$ cat config.mk
export PLATFORM = sky130hd
export DESIGN_NAME = signed_binary_to_decimal_digits_unit_flat
export DESIGN_NICKNAME = d
export VERILOG_FILES = /design/src/rtl/core/sbdd_pkg.sv /design/src/rtl/core/sbdd_if.sv /design/src/rtl/core/sbdd_dabble.sv /design/src/rtl/core/sbdd_emit.sv /design/src/rtl/core/signed_binary_to_decimal_digits_unit.sv /design/src/flat_wrapper.sv
export SDC_FILE = /design/constraint.sdc
export NUM_CORES = 1
export LEC_CHECK = 0
export ABC_AREA = 1
export BUFFER_PORTS_ARGS = -buffer_cell sky130_fd_sc_hd__buf_2
export CELL_PAD_IN_SITES_DETAIL_PLACEMENT = 0
export CELL_PAD_IN_SITES_GLOBAL_PLACEMENT = 2
export CORE_ASPECT_RATIO = 0.5
export CORE_MARGIN = 4
export CORE_UTILIZATION = 37
export CTS_CLUSTER_SIZE = 24
export DETAILED_ROUTE_END_ITERATION = 12
export GPL_TIMING_DRIVEN = 1
export HOLD_SLACK_MARGIN = 0.06
export PLACE_DENSITY_LB_ADDON = 0.1
export SLEW_MARGIN = 30
export SYNTH_ARGS = -nofsm -noshare
export SYNTH_HDL_FRONTEND = slang
export SYNTH_SLANG_ARGS = --single-unit
$ cat constraint.sdc
create_clock -name clk -period 3.75 [get_ports clk]
set_input_delay 0.1875 -clock clk [delete_from_list [all_inputs] [get_ports clk]]
set_output_delay 0.1875 -clock clk [all_outputs]
set_load 0.05 [all_outputs]
$ cat src/rtl/core/sbdd_pkg.sv
// Shared constants, control structs and state type for the binary to decimal digit unit.
`default_nettype none

package sbdd_pkg;

    localparam int VALUE_BITS_DEF = 128;
    localparam int MAX_DIGITS_DEF = 39;
    localparam int HALF_BITS      = 64;
    localparam int DIGIT_BITS     = 4;

    localparam logic SIGNED_MODE_RESET = 1'b1;

    localparam logic [DIGIT_BITS-1:0] DIGIT_ZERO   = 4'd0;
    localparam logic [DIGIT_BITS-1:0] DIGIT_FIVE   = 4'd5;
    localparam logic [DIGIT_BITS-1:0] DIGIT_ADJUST = 4'd3;
    localparam logic [DIGIT_BITS-1:0] DIGIT_NINE   = 4'd9;

    typedef enum logic [2:0] {
        ST_IDLE,
        ST_CONV,
        ST_LOAD,
        ST_SKIP,
        ST_EMIT
    } state_t;

    typedef struct packed {
        logic load;
        logic step;
    } dab_ctrl_t;

    typedef struct packed {
        logic load;
        logic shift;
    } emit_ctrl_t;

endpackage

`default_nettype wire

$ cat src/rtl/core/sbdd_if.sv
// Request and result channel interfaces of the binary to decimal digit unit.
`default_nettype none

interface sbdd_in_if;
    logic                            valid;
    logic                            ready;
    logic [sbdd_pkg::HALF_BITS-1:0]  value_high;
    logic [sbdd_pkg::HALF_BITS-1:0]  value_low;

    modport source (output valid, output value_high, output value_low, input ready);
    modport sink   (input valid, input value_high, input value_low, output ready);
endinterface

interface sbdd_out_if;
    logic                            valid;
    logic                            ready;
    logic [sbdd_pkg::DIGIT_BITS-1:0] digit;
    logic                            negative;
    logic                            last_digit;

    modport source (output valid, output digit, output negative, output last_digit,
                    input ready);
    modport sink   (input valid, input digit, input negative, input last_digit,
                    output ready);
endinterface

`default_nettype wire

$ cat src/rtl/core/sbdd_dabble.sv
// Bit-serial double dabble: shifts the magnitude into a BCD register one bit per cycle while step is set.
`default_nettype none

module sbdd_dabble #(
    parameter int VALUE_BITS = sbdd_pkg::VALUE_BITS_DEF,
    parameter int MAX_DIGITS = sbdd_pkg::MAX_DIGITS_DEF
) (
    input  wire logic                                     clk,
    input  wire sbdd_pkg::dab_ctrl_t                      ctrl,
    input  wire logic [VALUE_BITS-1:0]                    mag,
    output logic [sbdd_pkg::DIGIT_BITS*MAX_DIGITS-1:0]    bcd
);
    import sbdd_pkg::*;

    localparam int BCD_W = DIGIT_BITS * MAX_DIGITS;

    logic [VALUE_BITS-1:0] mag_reg;
    logic [VALUE_BITS-1:0] mag_next;
    logic [BCD_W-1:0]      bcd_reg;
    logic [BCD_W-1:0]      bcd_next;
    logic [BCD_W-1:0]      adj;

    always_comb
    begin
        for (int k = 0; k < MAX_DIGITS; k++)
        begin
            if (bcd_reg[DIGIT_BITS*k +: DIGIT_BITS] >= DIGIT_FIVE)
                adj[DIGIT_BITS*k +: DIGIT_BITS] = bcd_reg[DIGIT_BITS*k +: DIGIT_BITS]
                                                  + DIGIT_ADJUST;
            else
                adj[DIGIT_BITS*k +: DIGIT_BITS] = bcd_reg[DIGIT_BITS*k +: DIGIT_BITS];
        end
        // carry out of the top digit is dropped: result wraps mod 10^MAX_DIGITS
        bcd_next = {adj[BCD_W-2:0], mag_reg[VALUE_BITS-1]};
        mag_next = {mag_reg[VALUE_BITS-2:0], 1'b0};
    end

    always_ff @(posedge clk)
    begin
        if (ctrl.load)
        begin
            mag_reg <= mag;
            bcd_reg <= '0;
        end
        else if (ctrl.step)
        begin
            mag_reg <= mag_next;
            bcd_reg <= bcd_next;
        end
    end

    assign bcd = bcd_reg;

endmodule

`default_nettype wire

$ cat src/rtl/core/sbdd_emit.sv
// Digit shifter: presents digits most significant first and flags a zero top digit so leading zeros can be dropped.
`default_nettype none

module sbdd_emit #(
    parameter int MAX_DIGITS = sbdd_pkg::MAX_DIGITS_DEF
) (
    input  wire logic                                     clk,
    input  wire logic                                     rst_n,
    input  wire sbdd_pkg::emit_ctrl_t                     ctrl,
    input  wire logic [sbdd_pkg::DIGIT_BITS*MAX_DIGITS-1:0] bcd,
    output logic [sbdd_pkg::DIGIT_BITS-1:0]               top_digit,
    output logic                                          top_zero,
    output logic                                          last
);
    import sbdd_pkg::*;

    localparam int BCD_W = DIGIT_BITS * MAX_DIGITS;
    localparam int CNT_W = $clog2(MAX_DIGITS + 1);
    localparam logic [CNT_W-1:0] CNT_INIT = CNT_W'(MAX_DIGITS);
    localparam logic [CNT_W-1:0] CNT_ONE  = CNT_W'(1);

    logic [BCD_W-1:0] dig_reg;
    logic [CNT_W-1:0] cnt_reg;
    logic [CNT_W-1:0] cnt_next;

    always_ff @(posedge clk)
    begin
        if (ctrl.load)
            dig_reg <= bcd;
        else if (ctrl.shift)
            dig_reg <= {dig_reg[BCD_W-DIGIT_BITS-1:0], DIGIT_ZERO};
    end

    always_comb
    begin
        cnt_next = cnt_reg;
        if (ctrl.load)
            cnt_next = CNT_INIT;
        else if (ctrl.shift)
            cnt_next = cnt_reg - CNT_ONE;
    end

    always_ff @(posedge clk or negedge rst_n)
    begin
        if (!rst_n)
            cnt_reg <= CNT_INIT;
        else
            cnt_reg <= cnt_next;
    end

    assign top_digit = dig_reg[BCD_W-1 -: DIGIT_BITS];
    assign top_zero  = (top_digit == DIGIT_ZERO);
    assign last      = (cnt_reg == CNT_ONE);

endmodule

`default_nettype wire

$ cat src/rtl/core/signed_binary_to_decimal_digits_unit.sv
// Top level of the signed binary to decimal digit unit.
// Takes one VALUE_BITS-wide value per request (two 64-bit halves, upper bits
// ignored) and returns its decimal digits most significant first, one result
// each, no leading zeros, last digit flagged; zero gives a single 0. With
// signed mode set (reset default) a set top bit marks the value negative and
// its magnitude is converted. Magnitudes that need more than MAX_DIGITS digits
// wrap modulo 10^MAX_DIGITS. One request at a time: the next request can be
// accepted in the cycle after the last digit is accepted. Each request runs
// through the bit-serial double dabble shift of one bit per cycle, a load of
// the digit shifter, and a one-digit-per-cycle walk of the BCD register that
// either skips a leading zero or emits a digit; while a digit waits on an
// output stall, the walk holds.
// Write signed mode only while no request is in flight.
`default_nettype none

module signed_binary_to_decimal_digits_unit #(
    parameter int VALUE_BITS = sbdd_pkg::VALUE_BITS_DEF,
    parameter int MAX_DIGITS = sbdd_pkg::MAX_DIGITS_DEF
) (
    input  wire logic  clk,
    input  wire logic  rst_n,
    input  wire logic  cfg_we,
    input  wire logic  cfg_wdata,
    sbdd_in_if.sink    operand,
    sbdd_out_if.source result
);
    import sbdd_pkg::*;

    localparam int BCD_W = DIGIT_BITS * MAX_DIGITS;
    localparam int BIT_W = $clog2(VALUE_BITS + 1);
    localparam logic [BIT_W-1:0] BIT_INIT = BIT_W'(VALUE_BITS);
    localparam logic [BIT_W-1:0] BIT_ONE  = BIT_W'(1);

    state_t               state_reg;
    state_t               state_next;
    logic                 signed_mode_reg;
    logic                 neg_reg;
    logic                 neg_next;
    logic [BIT_W-1:0]     bit_cnt_reg;
    logic [BIT_W-1:0]     bit_cnt_next;
    logic [2*HALF_BITS-1:0] raw_full;
    logic [VALUE_BITS-1:0] raw;
    logic [VALUE_BITS-1:0] mag;
    logic                 in_neg;
    logic                 in_fire;
    logic                 out_fire;
    dab_ctrl_t            dab_ctrl;
    emit_ctrl_t           emit_ctrl;
    logic [BCD_W-1:0]     bcd;
    logic [DIGIT_BITS-1:0] top_digit;
    logic                 top_zero;
    logic                 last;

    assign in_fire  = operand.valid && operand.ready;
    assign out_fire = result.valid && result.ready;

    assign raw_full = {operand.value_high, operand.value_low};
    assign raw      = raw_full[VALUE_BITS-1:0];
    assign in_neg   = signed_mode_reg && raw[VALUE_BITS-1];
    assign mag      = in_neg ? (~raw + VALUE_BITS'(1)) : raw;

    always_ff @(posedge clk or negedge rst_n)
    begin
        if (!rst_n)
            signed_mode_reg <= SIGNED_MODE_RESET;
        else if (cfg_we)
            signed_mode_reg <= cfg_wdata;
    end

    // next state
    always_comb
    begin
        state_next   = state_reg;
        bit_cnt_next = bit_cnt_reg;
        neg_next     = neg_reg;
        case (state_reg)
            ST_IDLE:
            begin
                if (in_fire)
                begin
                    state_next   = ST_CONV;
                    bit_cnt_next = BIT_INIT;
                    neg_next     = in_neg;
                end
            end
            ST_CONV:
            begin
                bit_cnt_next = bit_cnt_reg - BIT_ONE;
                if (bit_cnt_reg == BIT_ONE)
                    state_next = ST_LOAD;
            end
            ST_LOAD:
                state_next = ST_SKIP;
            ST_SKIP:
            begin
                if (!top_zero || last)
                    state_next = ST_EMIT;
            end
            ST_EMIT:
            begin
                if (out_fire && last)
                    state_next = ST_IDLE;
            end
            default:
                state_next = ST_IDLE;
        endcase
    end

    // outputs
    always_comb
    begin
        operand.ready   = 1'b0;
        result.valid    = 1'b0;
        dab_ctrl        = '0;
        emit_ctrl       = '0;
        case (state_reg)
            ST_IDLE:
            begin
                operand.ready = 1'b1;
                dab_ctrl.load = in_fire;
            end
            ST_CONV:
                dab_ctrl.step = 1'b1;
            ST_LOAD:
                emit_ctrl.load = 1'b1;
            ST_SKIP:
                emit_ctrl.shift = top_zero && !last;
            ST_EMIT:
            begin
                result.valid    = 1'b1;
                emit_ctrl.shift = out_fire && !last;
            end
            default:
            begin
                operand.ready = 1'b0;
            end
        endcase
    end

    always_ff @(posedge clk or negedge rst_n)
    begin
        if (!rst_n)
        begin
            state_reg   <= ST_IDLE;
            bit_cnt_reg <= '0;
            neg_reg     <= 1'b0;
        end
        else
        begin
            state_reg   <= state_next;
            bit_cnt_reg <= bit_cnt_next;
            neg_reg     <= neg_next;
        end
    end

    sbdd_dabble #(
        .VALUE_BITS (VALUE_BITS),
        .MAX_DIGITS (MAX_DIGITS)
    ) u_dabble (
        .clk  (clk),
        .ctrl (dab_ctrl),
        .mag  (mag),
        .bcd  (bcd)
    );

    sbdd_emit #(
        .MAX_DIGITS (MAX_DIGITS)
    ) u_emit (
        .clk       (clk),
        .rst_n     (rst_n),
        .ctrl      (emit_ctrl),
        .bcd       (bcd),
        .top_digit (top_digit),
        .top_zero  (top_zero),
        .last      (last)
    );

    assign result.digit      = top_digit;
    assign result.negative   = neg_reg;
    assign result.last_digit = last;

    a_digit_bcd: assert property (@(posedge clk) disable iff (!rst_n)
        result.valid |-> (result.digit <= DIGIT_NINE))
        else $error("non-decimal digit on result");

    a_lead_nonzero: assert property (@(posedge clk) disable iff (!rst_n)
        (state_reg == ST_SKIP && state_next == ST_EMIT && !last) |-> !top_zero)
        else $error("leading zero digit emitted");

    a_accept_starts: assert property (@(posedge clk) disable iff (!rst_n)
        in_fire |=> (state_reg == ST_CONV && bit_cnt_reg == BIT_INIT))
        else $error("request did not start conversion");

    a_digits_continue: assert property (@(posedge clk) disable iff (!rst_n)
        (out_fire && !result.last_digit) |=> result.valid)
        else $error("digit stream broken before last digit");

    a_last_ends: assert property (@(posedge clk) disable iff (!rst_n)
        (out_fire && result.last_digit) |=> (!result.valid && operand.ready))
        else $error("result still valid after last digit");

endmodule

`default_nettype wire
$ cat src/flat_wrapper.sv
// flat-port wrapper written by rule: the top's interface ports become plain ports
module signed_binary_to_decimal_digits_unit_flat import sbdd_pkg::*;
#(
    parameter int VALUE_BITS = sbdd_pkg::VALUE_BITS_DEF,
    parameter int MAX_DIGITS = sbdd_pkg::MAX_DIGITS_DEF
)
  (clk, rst_n, cfg_we, cfg_wdata, operand_valid, operand_value_high, operand_value_low, operand_ready, result_valid, result_digit, result_negative, result_last_digit, result_ready);
  sbdd_in_if operand_i ();
  sbdd_out_if result_i ();
  input  wire logic clk;
  input  wire logic rst_n;
  input  wire logic cfg_we;
  input  wire logic cfg_wdata;
  input wire logic [$bits(operand_i.valid)-1:0] operand_valid;
  input wire logic [$bits(operand_i.value_high)-1:0] operand_value_high;
  input wire logic [$bits(operand_i.value_low)-1:0] operand_value_low;
  output wire logic [$bits(operand_i.ready)-1:0] operand_ready;
  output wire logic [$bits(result_i.valid)-1:0] result_valid;
  output wire logic [$bits(result_i.digit)-1:0] result_digit;
  output wire logic [$bits(result_i.negative)-1:0] result_negative;
  output wire logic [$bits(result_i.last_digit)-1:0] result_last_digit;
  input wire logic [$bits(result_i.ready)-1:0] result_ready;
  assign operand_i.valid = operand_valid;
  assign operand_i.value_high = operand_value_high;
  assign operand_i.value_low = operand_value_low;
  assign operand_ready = operand_i.ready;
  assign result_valid = result_i.valid;
  assign result_digit = result_i.digit;
  assign result_negative = result_i.negative;
  assign result_last_digit = result_i.last_digit;
  assign result_i.ready = result_ready;
  signed_binary_to_decimal_digits_unit #(.VALUE_BITS(VALUE_BITS), .MAX_DIGITS(MAX_DIGITS)) u_core (.clk(clk), .rst_n(rst_n), .cfg_we(cfg_we), .cfg_wdata(cfg_wdata), .operand(operand_i), .result(result_i));
endmodule
# Yosys cells after proc, flatten, opt, wreduce, memory -nomap -nowiden
# Cells that the tools add are included.
dict set report classes {
  n_addsub 42
  magnitude_cmp 39
  bitwise_logic 1
  muxes 59
  reduce_logical 17
  eq_ne 10
}
# cell count
set ops {}
lappend ops {{$mux 128} 3}
lappend ops {{$mux 156} 2}
lappend ops {{$ge 4x3->1 const B} 39}
lappend ops {{$add 4x2->4 const B} 38}
lappend ops {{$mux 4} 38}
lappend ops {{$add 128x1->128 const B} 1}
lappend ops {{$not 128->128} 1}
lappend ops {{$pmux 8 s2} 1}
lappend ops {{$mux 3} 5}
lappend ops {{$pmux 3 s5} 1}
lappend ops {{$mux 6} 2}
lappend ops {{$eq 8x1->1 const B} 1}
lappend ops {{$mux 8} 1}
lappend ops {{$ne 2x1->1 const B} 4}
lappend ops {{$sub 8x1->8 const B} 1}
lappend ops {{$eq 3x2->1 const B} 2}
lappend ops {{$eq 6x1->1 const B} 1}
lappend ops {{$logic_and 1x1->1} 6}
lappend ops {{$reduce_bool 2->1} 3}
lappend ops {{$sub 6x1->6 const B} 1}
lappend ops {{$mux 1} 5}
lappend ops {{$logic_not 4->1} 1}
lappend ops {{$reduce_and 2->1} 2}
lappend ops {{$reduce_and 4->1} 1}
lappend ops {{7 further kinds} 8}
dict set report word_totals {
  ff_bits 459
  in_bits 134
  output_inout_bits 8
}

# Depth between registers and ports, before layout
# Gate-level depths: netlist of the first run.
dict set report depth {
  depth_word 7
  mapped_depth 13
}

# By module
# A second synthesis of the first run with hierarchy kept.
dict set report hier_totals {
  hier_cells 3796
  hier_area_um2 27161.0
}
# module area_per_inst_um2 cells_per_inst n_inst
set modules_own_cells {}
lappend modules_own_cells {sbdd_dabble 14226.1 1849 1}
lappend modules_own_cells {sbdd_emit 7075.5 705 1}
lappend modules_own_cells {signed_binary_to_decimal_digits_unit 5859.4 1242 1}

# Worst setup path before layout of the first run
# Ideal clock, no wire load.
dict set report synth_path {
  path_kind {register -> register}
  startpoint {register u_core.state_reg[0]}
  endpoint {register u_core.u_dabble.mag_reg[0] (enable)}
  required_ps 3317
  synth_period_minus_slack_ps 3371
  setup_slack_ps 379
  path_stages_with_launch 8
  setup_ps 433
  arrival_ps 2938
  cell_sequence {dfrtp_1 nor2_2 inv_2 nor2_4 nand2_1 buf_4 nand2_2 buf_2}
}
dict set report synth_between {
  elab_chain_cells 5
}
# element line
set synth_rtl {}
lappend synth_rtl {{start: declaration} signed_binary_to_decimal_digits_unit.sv:34} ;# state_t state_reg;
lappend synth_rtl {{start signal: assignment} signed_binary_to_decimal_digits_unit.sv:150} ;# state_reg <= state_next;
lappend synth_rtl {{$logic_not 3->1} signed_binary_to_decimal_digits_unit.sv:116} ;# case (state_reg)
lappend synth_rtl {{$mux 1} signed_binary_to_decimal_digits_unit.sv:116}
lappend synth_rtl {{net operand_ready} flat_wrapper.sv:17} ;# output wire logic [$bits(operand_i.ready)-1:0] operand_ready;
lappend synth_rtl {{$logic_and 1x1->1} signed_binary_to_decimal_digits_unit.sv:54} ;# assign in_fire = operand.valid && operand.ready;
lappend synth_rtl {{$mux 1} signed_binary_to_decimal_digits_unit.sv:116}
lappend synth_rtl {{$reduce_bool 2->1 (no line)} -}
lappend synth_rtl {{end signal: assignment} sbdd_dabble.sv:42} ;# mag_reg <= mag;
lappend synth_rtl {{end signal: assignment} sbdd_dabble.sv:47} ;# mag_reg <= mag_next;
lappend synth_rtl {{end: declaration} sbdd_dabble.sv:17} ;# logic [VALUE_BITS-1:0] mag_reg;
# The timed path passes the listed nets, and every way through them passes these cells.
# A chain may end at the register's enable or synchronous reset.

# Worst setup path in the final report of the first run
dict set report layout_path {
  startpoint {register u_core.signed_mode_reg}
  endpoint {register u_core.u_dabble.mag_reg[54], data pin}
}
dict set report layout_between {
  elab_chain_cells 3
}
# element line
set layout_rtl {}
lappend layout_rtl {{start: declaration} signed_binary_to_decimal_digits_unit.sv:36} ;# logic signed_mode_reg;
lappend layout_rtl {{start signal: assignment} signed_binary_to_decimal_digits_unit.sv:67} ;# signed_mode_reg <= cfg_wdata;
lappend layout_rtl {{$logic_and 1x1->1} signed_binary_to_decimal_digits_unit.sv:59} ;# assign in_neg = signed_mode_reg && raw[VALUE_BITS-1];
lappend layout_rtl {{$mux 128} signed_binary_to_decimal_digits_unit.sv:60} ;# assign mag = in_neg ? (~raw + VALUE_BITS'(1)) : raw;
lappend layout_rtl {{$mux 128} sbdd_dabble.sv:40} ;# if (ctrl.load)
# No other way between the ends.

==> flow_summary.toml, run 1 <==
[sta]
max_freq_mhz = 394
period_share = 0.677
drv_slew = 0
finalHoldViolations = 0
fin_skew_ps = 16.3
rsz0062_at_grt = "no"
period_needed_ps = 2540
worst_slack_ps = 1210
worst_pin_slew_ps = 767
max_slew_margin = 0.483
fin_setup_tns_ps = 0
setup_viol = 0

[critical_path]
path_cells = "nand2_1, clkinv_2, buf_4, nand2_1, nand2_1, nor2_2, nand2_1, nand3_1, nand2_1"
crit_buf_inv = 2
crit_slowest_cell = "buf_4"
critical_path_arrival_ps = 2900
end_kind = "flip-flop"
setup.worst_path.class = "reg -> reg"
cpLargestDelayFamily = "simple AND/OR/NAND/NOR gates"
worstPathMaxFanout = 34
slowest_delay_ps = 420
critPathLaunchType = "flip-flop"
required_ps = 4110
crit_top_cell = "nand2_1"

[cts]
clk_pin_slew_ps = 70
cts_tree = "yes"
cts_buffers = 46
insertion_delay_ps = 610
clock_path_buffers = 3
clock-sinks = 459
cts_htree_levels = 2
root_buffer = "clkbuf_16"

[synth]
yosysMostFrequentCell = "nand2_1"
synth_nets = 3605
synth-edff-count = 284
synth_top_area_share = 0.320
synthCells = 3388
synth.avg_cell_area_um2 = 7.86
ys_seq_area_frac = 0.456
synth_ff_type = "edfxtp_1"
synth_cell_type_count = 45
synth_warnings = 0
synth_largest_area_cell = "edfxtp_1"
async_reset_ff_frac = 0.0414
ys_top_cells_by_area = "edfxtp_1, nand2_1, dfxtp_1, nor2_1, inv_1"
synth-seq-cells = 459
synth_commonest_cells = "nand2_1, nor2_1, inv_1"
syn_area_um2 = 26600

[routing]
wire_per_inst_um = 18.3
dr.pass1.iters = 5
first_iter_violations = 1679
vias_per_cell = 4.99
vias = 23000
drc = 0
wl_um = 83900
ant_nets = 0

[global_routing]
grt_usage = 0.216
grt_pass1_wl_um = 130000
overflow = 0
grt_max_degree = 150
antenna_found_initial = 0
grt_pass1_vias = 22700

[place]
gp_congestion = 0.957
place_hpwl_um = 58800
detailedPlace.worstSlack_ps = 1230
port_buffers = 141

[floorplanning]
chipHeight_um = 198
coreArea_um2 = 71100
start_util = 0.374
top_level_ports = 142
fp.dieArea_um2 = 76500
die_w_um = 387
rows = 69

[power]
finalPower_uw = 25000
ir_drop_mv = 0.471
powerDensity_nw_per_um2 = 811
leakagePower_uw = 0.0129

[hold_path]
hp-class = "in -> reg"

[final_layout]
synthToLayoutAreaGrowth_pct = 16.0
n_antenna_cell = 0
nets = 3818
num-fill-cells = 7347
drive_above_1_share = 0.105

[run_status]
outcome = "complete, no violations"

[flow_run]
max-cap-violations = 0
-- worst min-delay path, cell delays in order --
cell and delay, ps:
buf_2 110, xor2_1 100, o21ai_0 190
-- cells by family (layout without fill, tap and decap cells) --
group,after synthesis,in the layout,share of synthesized area
mux,1,1,0.000376
flops,459,459,0.456
buf+inv,490,741,0.0828
fa+ha+maj,83,83,0.0390
simple gates,1653,1653,0.262
xor+xnor,64,64,0.0211
compound gates,638,638,0.139
-- metrics by stage --
step / instances / cell area, um^2 / hold WS [ps] / utilization
floorplan: 3388 / 26600 / -108 / -
global route: 4597 / 30900 / 112 / 0.434
detailed placement: 4388 / 28100 / 175 / 0.394
finish: 4597 / 30900 / 92.7 / 0.434
global placement: 4388 / 28100 / 177 / 0.394
CTS: 4597 / 30900 / 76.4 / 0.434
-- timing repair --
action,CTS,global route
hold buffers,123,0
gates resized for setup,0,0
setup buffers,0,0
endpoints found under the hold margin,139,0
-- path summary, 6_finish.rpt --
check                      slack, ps                                    end                          startpoint  depth (start not counted)
setup / recovery                1210  u_core.u_dabble.mag_reg[54]$_DFFE_PP_  u_core.signed_mode_reg$_DFFE_PN1P_                          9
max in group asynchronous       2430      u_core.bit_cnt_reg[5]$_DFFE_PN0P_                               rst_n                          3
min in group asynchronous        170   u_core.u_emit.cnt_reg[1]$_DFFE_PN1P_                               rst_n                          2
setup reg to reg                1210  u_core.u_dabble.mag_reg[54]$_DFFE_PP_  u_core.signed_mode_reg$_DFFE_PN1P_                          9
hold / removal                    90  u_core.u_dabble.mag_reg[23]$_DFFE_PP_               operand_value_low[23]                          3
hold reg to reg                  480      u_core.bit_cnt_reg[6]$_DFFE_PN0P_   u_core.bit_cnt_reg[6]$_DFFE_PN0P_                          1
-- routing by layer --
layer / GRT usage / up-vias / wire, um / part of all wire
met5: 0 / - / 0 / 0
met4: 0.0673 / 0 / 2590 / 0.031
met3: 0.0342 / 130 / 3330 / 0.040
met2: 0.365 / 410 / 38900 / 0.46
met1: 0.286 / 10800 / 39100 / 0.47
li1: - / 11700 / - / -
-- cell type report --
cell class,instances,area [um^2],area share
Multi-Input combinational cell,2439,12300,0.399
Timing Repair Buffer,289,2250,0.0729
Sequential cell,459,12100,0.393
Inverter,366,1390,0.0449
Clock buffer,57,1230,0.0400
Clock inverter,29,350,0.0113
Tap cell,958,1200,0.0388
-- report_power, final --
part | switching, uW | internal, uW | leakage, uW | total, uW
registers | 1140 | 8770 | 0.00422 | 9910
logic | 6910 | 3200 | 0.00790 | 10100
clock network | 2230 | 2790 | 0.000767 | 5020
total | 10300 | 14800 | 0.0129 | 25000
-- placed cells by master, fill, tap and decap left out, types with 58 or more instances in the layout --
cell type / netlist / routed
o21ai_2: 58 / 58
nor2_1: 396 / 396
o21ai_0: 240 / 240
o21ai_1: 99 / 99
nand2_1: 896 / 895
nand3_1: 253 / 253
dlygate4sd3_1: 0 / 123
inv_1: 357 / 357
edfxtp_1: 284 / 284
buf_2: 45 / 141
ha_1: 83 / 83
a21oi_1: 157 / 157
dfxtp_1: 156 / 156
Power figures use the tool's default switching activity.
==> run 2, diff against run 1 <==
==> constraint.sdc (replaced) <==
create_clock -name clk -period 2.45 [get_ports clk]
set_input_delay 0.1225 -clock clk [delete_from_list [all_inputs] [get_ports clk]]
set_output_delay 0.1225 -clock clk [all_outputs]
set_load 0.05 [all_outputs]
==> flow_summary.toml, run 2 (synthesis gave the netlist of run 1 again) <==
[run_status]
outcome = "complete, no violations"

[cts]
clk_pin_slew_ps = 60
root_buffer = "clkbuf_16"
cts_setup_buffers = 0
clock_path_buffers = 3
ctsResizeCount = 0
cts_buffers = 46
cts_tree = "yes"
clock-sinks = 459
insertion_delay_ps = 610
cts_htree_levels = 2

[sta]
period_share = 0.929
max_freq_mhz = 439
setup_viol = 0
fin_setup_tns_ps = 0
drv_slew = 0
period_needed_ps = 2280
worst_slack_ps = 175
max_slew_margin = 0.481
fin_skew_ps = 17.0
finalHoldViolations = 0
worst_pin_slew_ps = 770
rsz0062_at_grt = "no"

[critical_path]
worstPathMaxFanout = 32
required_ps = 2810
slowest_delay_ps = 530
critical_path_arrival_ps = 2630
setup.worst_path.class = "reg -> reg"
crit_slowest_cell = "dfstp_2"
reg2reg_from = "u_core.signed_mode_reg$_DFFE_PN1P_"
path_cells = "nand2_1, clkinv_2, buf_12, buf_4, o21ai_0, nand3_1, nand2_1, nand3_1, nand2_1"
worstRegToRegCells = 9
r2r_slack_ps = 170
end_kind = "flip-flop"
critPathLaunchType = "flip-flop"
timing.rr.end = "u_core.u_dabble.mag_reg[119]$_DFFE_PP_"
crit_top_cell = "nand2_1"

[global_routing]
overflow = 0
grt_max_degree = 113
grt_pass1_vias = 22600
antenna_found_initial = 1
grt_pass1_wl_um = 132000
grt_usage = 0.218

[floorplanning]
start_util = 0.374
top_level_ports = 142
chipHeight_um = 198
die_w_um = 387
rows = 69
coreArea_um2 = 71100
fp.dieArea_um2 = 76500

[power]
ir_drop_mv = 0.629
finalPower_uw = 38100
powerDensity_nw_per_um2 = 1220
leakagePower_uw = 0.0131

[routing]
ant_nets = 0
first_iter_violations = 1566
drc = 0
wl_um = 84000
wire_per_inst_um = 18.1
vias_per_cell = 4.99
vias = 23100
dr.pass1.iters = 5

[final_layout]
final_common_cell = "nand2_1"
num-fill-cells = 7357
nets = 3858
drive_above_1_share = 0.113
synthToLayoutAreaGrowth_pct = 17.1
most-common-layout-cells = "nand2_1, nor2_1, inv_1"
final_cell_count_no_fill = 4637

[hold_path]
hp-class = "in -> async"

[place]
detailedPlace.worstSlack_ps = 229
gp_congestion = 0.941
port_buffers = 141
placedCellCount = 4422
place_hpwl_um = 58700

[flow_run]
max-cap-violations = 0
==> run 2: changes by cell type in the layout (fill, tap and decap cells not counted), sizes merged, moves of 2 or more <==
cell	change
buf	+34
bufinv	-4
clkbuf	+5
clkinvlp	-2
dlygate4sd3	+6
==> run 2: cell type report <==
class | instances | area (um^2) | share of cell area
repair buffers | 329 | 2650 | 0.0851
inverters | 366 | 1390 | 0.0445
multi-input cells | 2439 | 12300 | 0.396
diodes | 1 | 2.50 | 0.0000803
clock inverters | 23 | 190 | 0.00610
flip-flops and latches | 459 | 12100 | 0.389
well taps | 958 | 1200 | 0.0385
clock buffers | 62 | 1270 | 0.0408
==> run 2: worst max-delay path, delay by kind of cell (launching register included) <==
kind	cells	cell delay [ps]
compound gates	1	340
buf+inv	3	690
flops	1	530
simple gates	5	440
==> run 2: how the worst max path moves through the flow <==
stage / from / end / slack, ps / depth (start not counted)
2_1_floorplan: u_core.state_reg[2]$_DFFE_PN0P_ / u_core.u_emit.dig_reg[0]$_SDFFCE_PN0P_ / 6 / 6
3_3_place_gp: u_core.signed_mode_reg$_DFFE_PN1P_ / u_core.u_dabble.mag_reg[119]$_DFFE_PP_ / 190 / 9
3_5_place_dp: u_core.signed_mode_reg$_DFFE_PN1P_ / u_core.u_dabble.mag_reg[119]$_DFFE_PP_ / 230 / 9
4_1_cts: u_core.signed_mode_reg$_DFFE_PN1P_ / u_core.u_dabble.mag_reg[119]$_DFFE_PP_ / 210 / 9
5_1_grt: u_core.signed_mode_reg$_DFFE_PN1P_ / u_core.u_dabble.mag_reg[119]$_DFFE_PP_ / 30 / 9
6_report: u_core.signed_mode_reg$_DFFE_PN1P_ / u_core.u_dabble.mag_reg[119]$_DFFE_PP_ / 170 / 9
==> run 2: timing repair <==
action,4_1_cts,5_1_grt
endpoints found under the hold margin,147,0
setup endpoints to repair,0,0
hold buffers,129,0
==> run 2: per-layer routing <==
metal | global-route usage | vias up | part of all wire
li1 | - | 11700 | -
met1 | 0.297 | 10800 | 0.46
met2 | 0.362 | 469 | 0.46
met3 | 0.0283 | 132 | 0.044
met4 | 0.0673 | 0 | 0.032
met5 | 0 | - | 0
==> run 2: per-stage QoR <==
stage	cell area (um^2)	hold WS, ps	util
finish	31200	110	0.438
CTS	31200	78.8	0.438
floorplan	26600	-173	-
global route	31200	103	0.438
detailed placement	28400	117	0.399
global placement	28400	116	0.399
==> run 2: report_power, final <==
group	internal [uW]	switching [uW]	total, uW
Sequential	13400	1760	15200
Clock	3890	3300	7190
Combinational	5150	10600	15800
Total	22400	15700	38100
==> run 3, diff against run 2 <==
--- a/config.mk
+++ b/config.mk
@@ -17,6 +17,7 @@
 export GPL_TIMING_DRIVEN = 1
 export HOLD_SLACK_MARGIN = 0.06
 export PLACE_DENSITY_LB_ADDON = 0.1
+export REMOVE_ABC_BUFFERS = 1
 export SLEW_MARGIN = 30
 export SYNTH_ARGS = -nofsm -noshare
 export SYNTH_HDL_FRONTEND = slang
==> flow_summary.toml, run 3 (synthesis gave the netlist of run 1 again) <==
[power]
leakagePower_uw = 0.0132
powerDensity_nw_per_um2 = 1240
ir_drop_mv = 0.706
finalPower_uw = 39000

[place]
place_hpwl_um = 59000
port_buffers = 141
place_area_um2 = 28400
placedCellCount = 4413
detailedPlace.worstSlack_ps = 237
gp_congestion = 0.943

[cts]
ctsResizeCount = 0
clk_pin_slew_ps = 70
insertion_delay_ps = 610
root_buffer = "clkbuf_16"
clock-sinks = 459
cts_setup_buffers = 0
cts_tree = "yes"
cts_htree_levels = 2
clock_path_buffers = 3
cts_buffers = 47

[critical_path]
required_ps = 2810
crit_slowest_cell = "dlygate4sd3_1"
critPathLaunchType = "input port"
cpLargestDelayFamily = "simple AND/OR/NAND/NOR gates"
critical_path_arrival_ps = 2580
worstPathMaxFanout = 6
crit_buf_inv = 2
setup.worst_path.class = "in -> reg"
slowest_delay_ps = 530
end_kind = "flip-flop"
path_cells = "dlygate4sd3_1, buf_2, nor2_1, nand3_1, nor2_1, nand2_1, o21ai_2, nand4_1, nand3_1, nand2_1"

[global_routing]
grt_usage = 0.212
grt_max_degree = 96
antenna_found_initial = 1
grt_pass1_wl_um = 129000
grt_pass1_vias = 22700
overflow = 0

[final_layout]
most-common-layout-cells = "nand2_1, nor2_1, inv_1"
nets = 3853
final_common_cell = "nand2_1"
drive_above_1_share = 0.112
synthToLayoutAreaGrowth_pct = 18.0
fin_area_um2 = 31400
post-route-util = 0.442
n_antenna_cell = 0
final_cell_count_no_fill = 4633

[sta]
setup_viol = 0
fin_skew_ps = 23.3
period_needed_ps = 2220
max_slew_margin = 0.331
worst_slack_ps = 226
drv_slew = 0
max_freq_mhz = 450
rsz0062_at_grt = "no"
worst_pin_slew_ps = 994
period_share = 0.908
finalHoldViolations = 0

[run_status]
outcome = "complete, no violations"

[routing]
wire_per_inst_um = 17.7
dr.pass1.iters = 5
drc = 0
first_iter_violations = 1706
wl_um = 82200
vias = 23100
vias_per_cell = 4.98
ant_nets = 0

[floorplanning]
die_w_um = 387
coreArea_um2 = 71100
chipHeight_um = 198
top_level_ports = 142
fp.dieArea_um2 = 76500
start_util = 0.374
rows = 69

[flow_run]
max-cap-violations = 0

[hold_path]
hp-class = "in -> reg"
==> run 3: changes by cell type in the layout (fill, tap and decap cells not counted), sizes merged <==
cell	change
clkbuf	-5
buf	-9
clkinv	-1
diode	-1
dlygate4sd3	+3
clkinvlp	+2
inv	-1
bufinv	+8
==> run 3: cell type report <==
type	instances	area, um^2
Multi-Input combinational cell	2439	12300
Sequential cell	459	12100
Tap cell	958	1200
Clock inverter	31	453
Clock buffer	57	1250
Timing Repair Buffer	323	2680
Fill cell	7285	39700
Inverter	366	1390
==> run 3: path summary, 6_finish.rpt <==
check / startpoint / cells after the start / to / slack [ps]
setup / recovery: operand_value_low[52] / 10 / u_core.u_dabble.mag_reg[96]$_DFFE_PP_ / 230
max in group asynchronous: rst_n / 4 / u_core.bit_cnt_reg[0]$_DFFE_PN0P_ / 560
setup reg to reg: u_core.signed_mode_reg$_DFFE_PN1P_ / 8 / u_core.u_dabble.mag_reg[34]$_DFFE_PP_ / 230
hold reg to reg: u_core.u_dabble.bcd[81]$_SDFFE_PP0P_ / 2 / u_core.u_dabble.bcd[82]$_SDFFE_PP0P_ / 480
hold / removal: operand_value_low[7] / 4 / u_core.u_dabble.mag_reg[7]$_DFFE_PP_ / 110
min in group asynchronous: rst_n / 3 / u_core.result.negative$_DFFE_PN0P_ / 520
==> run 3: metrics by stage <==
step           TNS (ps)  hold slack [ps]
2_1_floorplan  -2473460             -173
4_1_cts               0             64.3
3_5_place_dp          0              167
6_report              0              106
5_1_grt               0              108
3_3_place_gp          0              176
==> run 3: worst min-delay path: stages <==
cell and delay, ps:
buf_2 110, inv_1 100, xor2_1 70, o21ai_0 180
==> run 3: what timing repair did <==
item | in CTS | in global routing
hold endpoints to repair | 151 | 0
endpoints found under the setup margin | 0 | 0
hold buffers | 132 | 0
==> run 3: layer usage <==
layer	up-vias	wire, um	track usage	part of all wire
met5	-	13	0	0.00016
li1	11700	-	-	-
met4	2	2370	0.0625	0.029
met1	10700	39300	0.292	0.48
met3	123	3710	0.0339	0.045
met2	446	36800	0.347	0.45
==> run 3: power breakdown <==
| group | leakage [uW] | total [uW] | switching (uW) | internal, uW |
|---|---|---|---|---|
| Combinational | 0.00812 | 15800 | 10600 | 5280 |
| Clock | 0.000826 | 8120 | 3380 | 4750 |
| Sequential | 0.00422 | 15100 | 1690 | 13400 |
| Total | 0.0132 | 39000 | 15600 | 23400 |
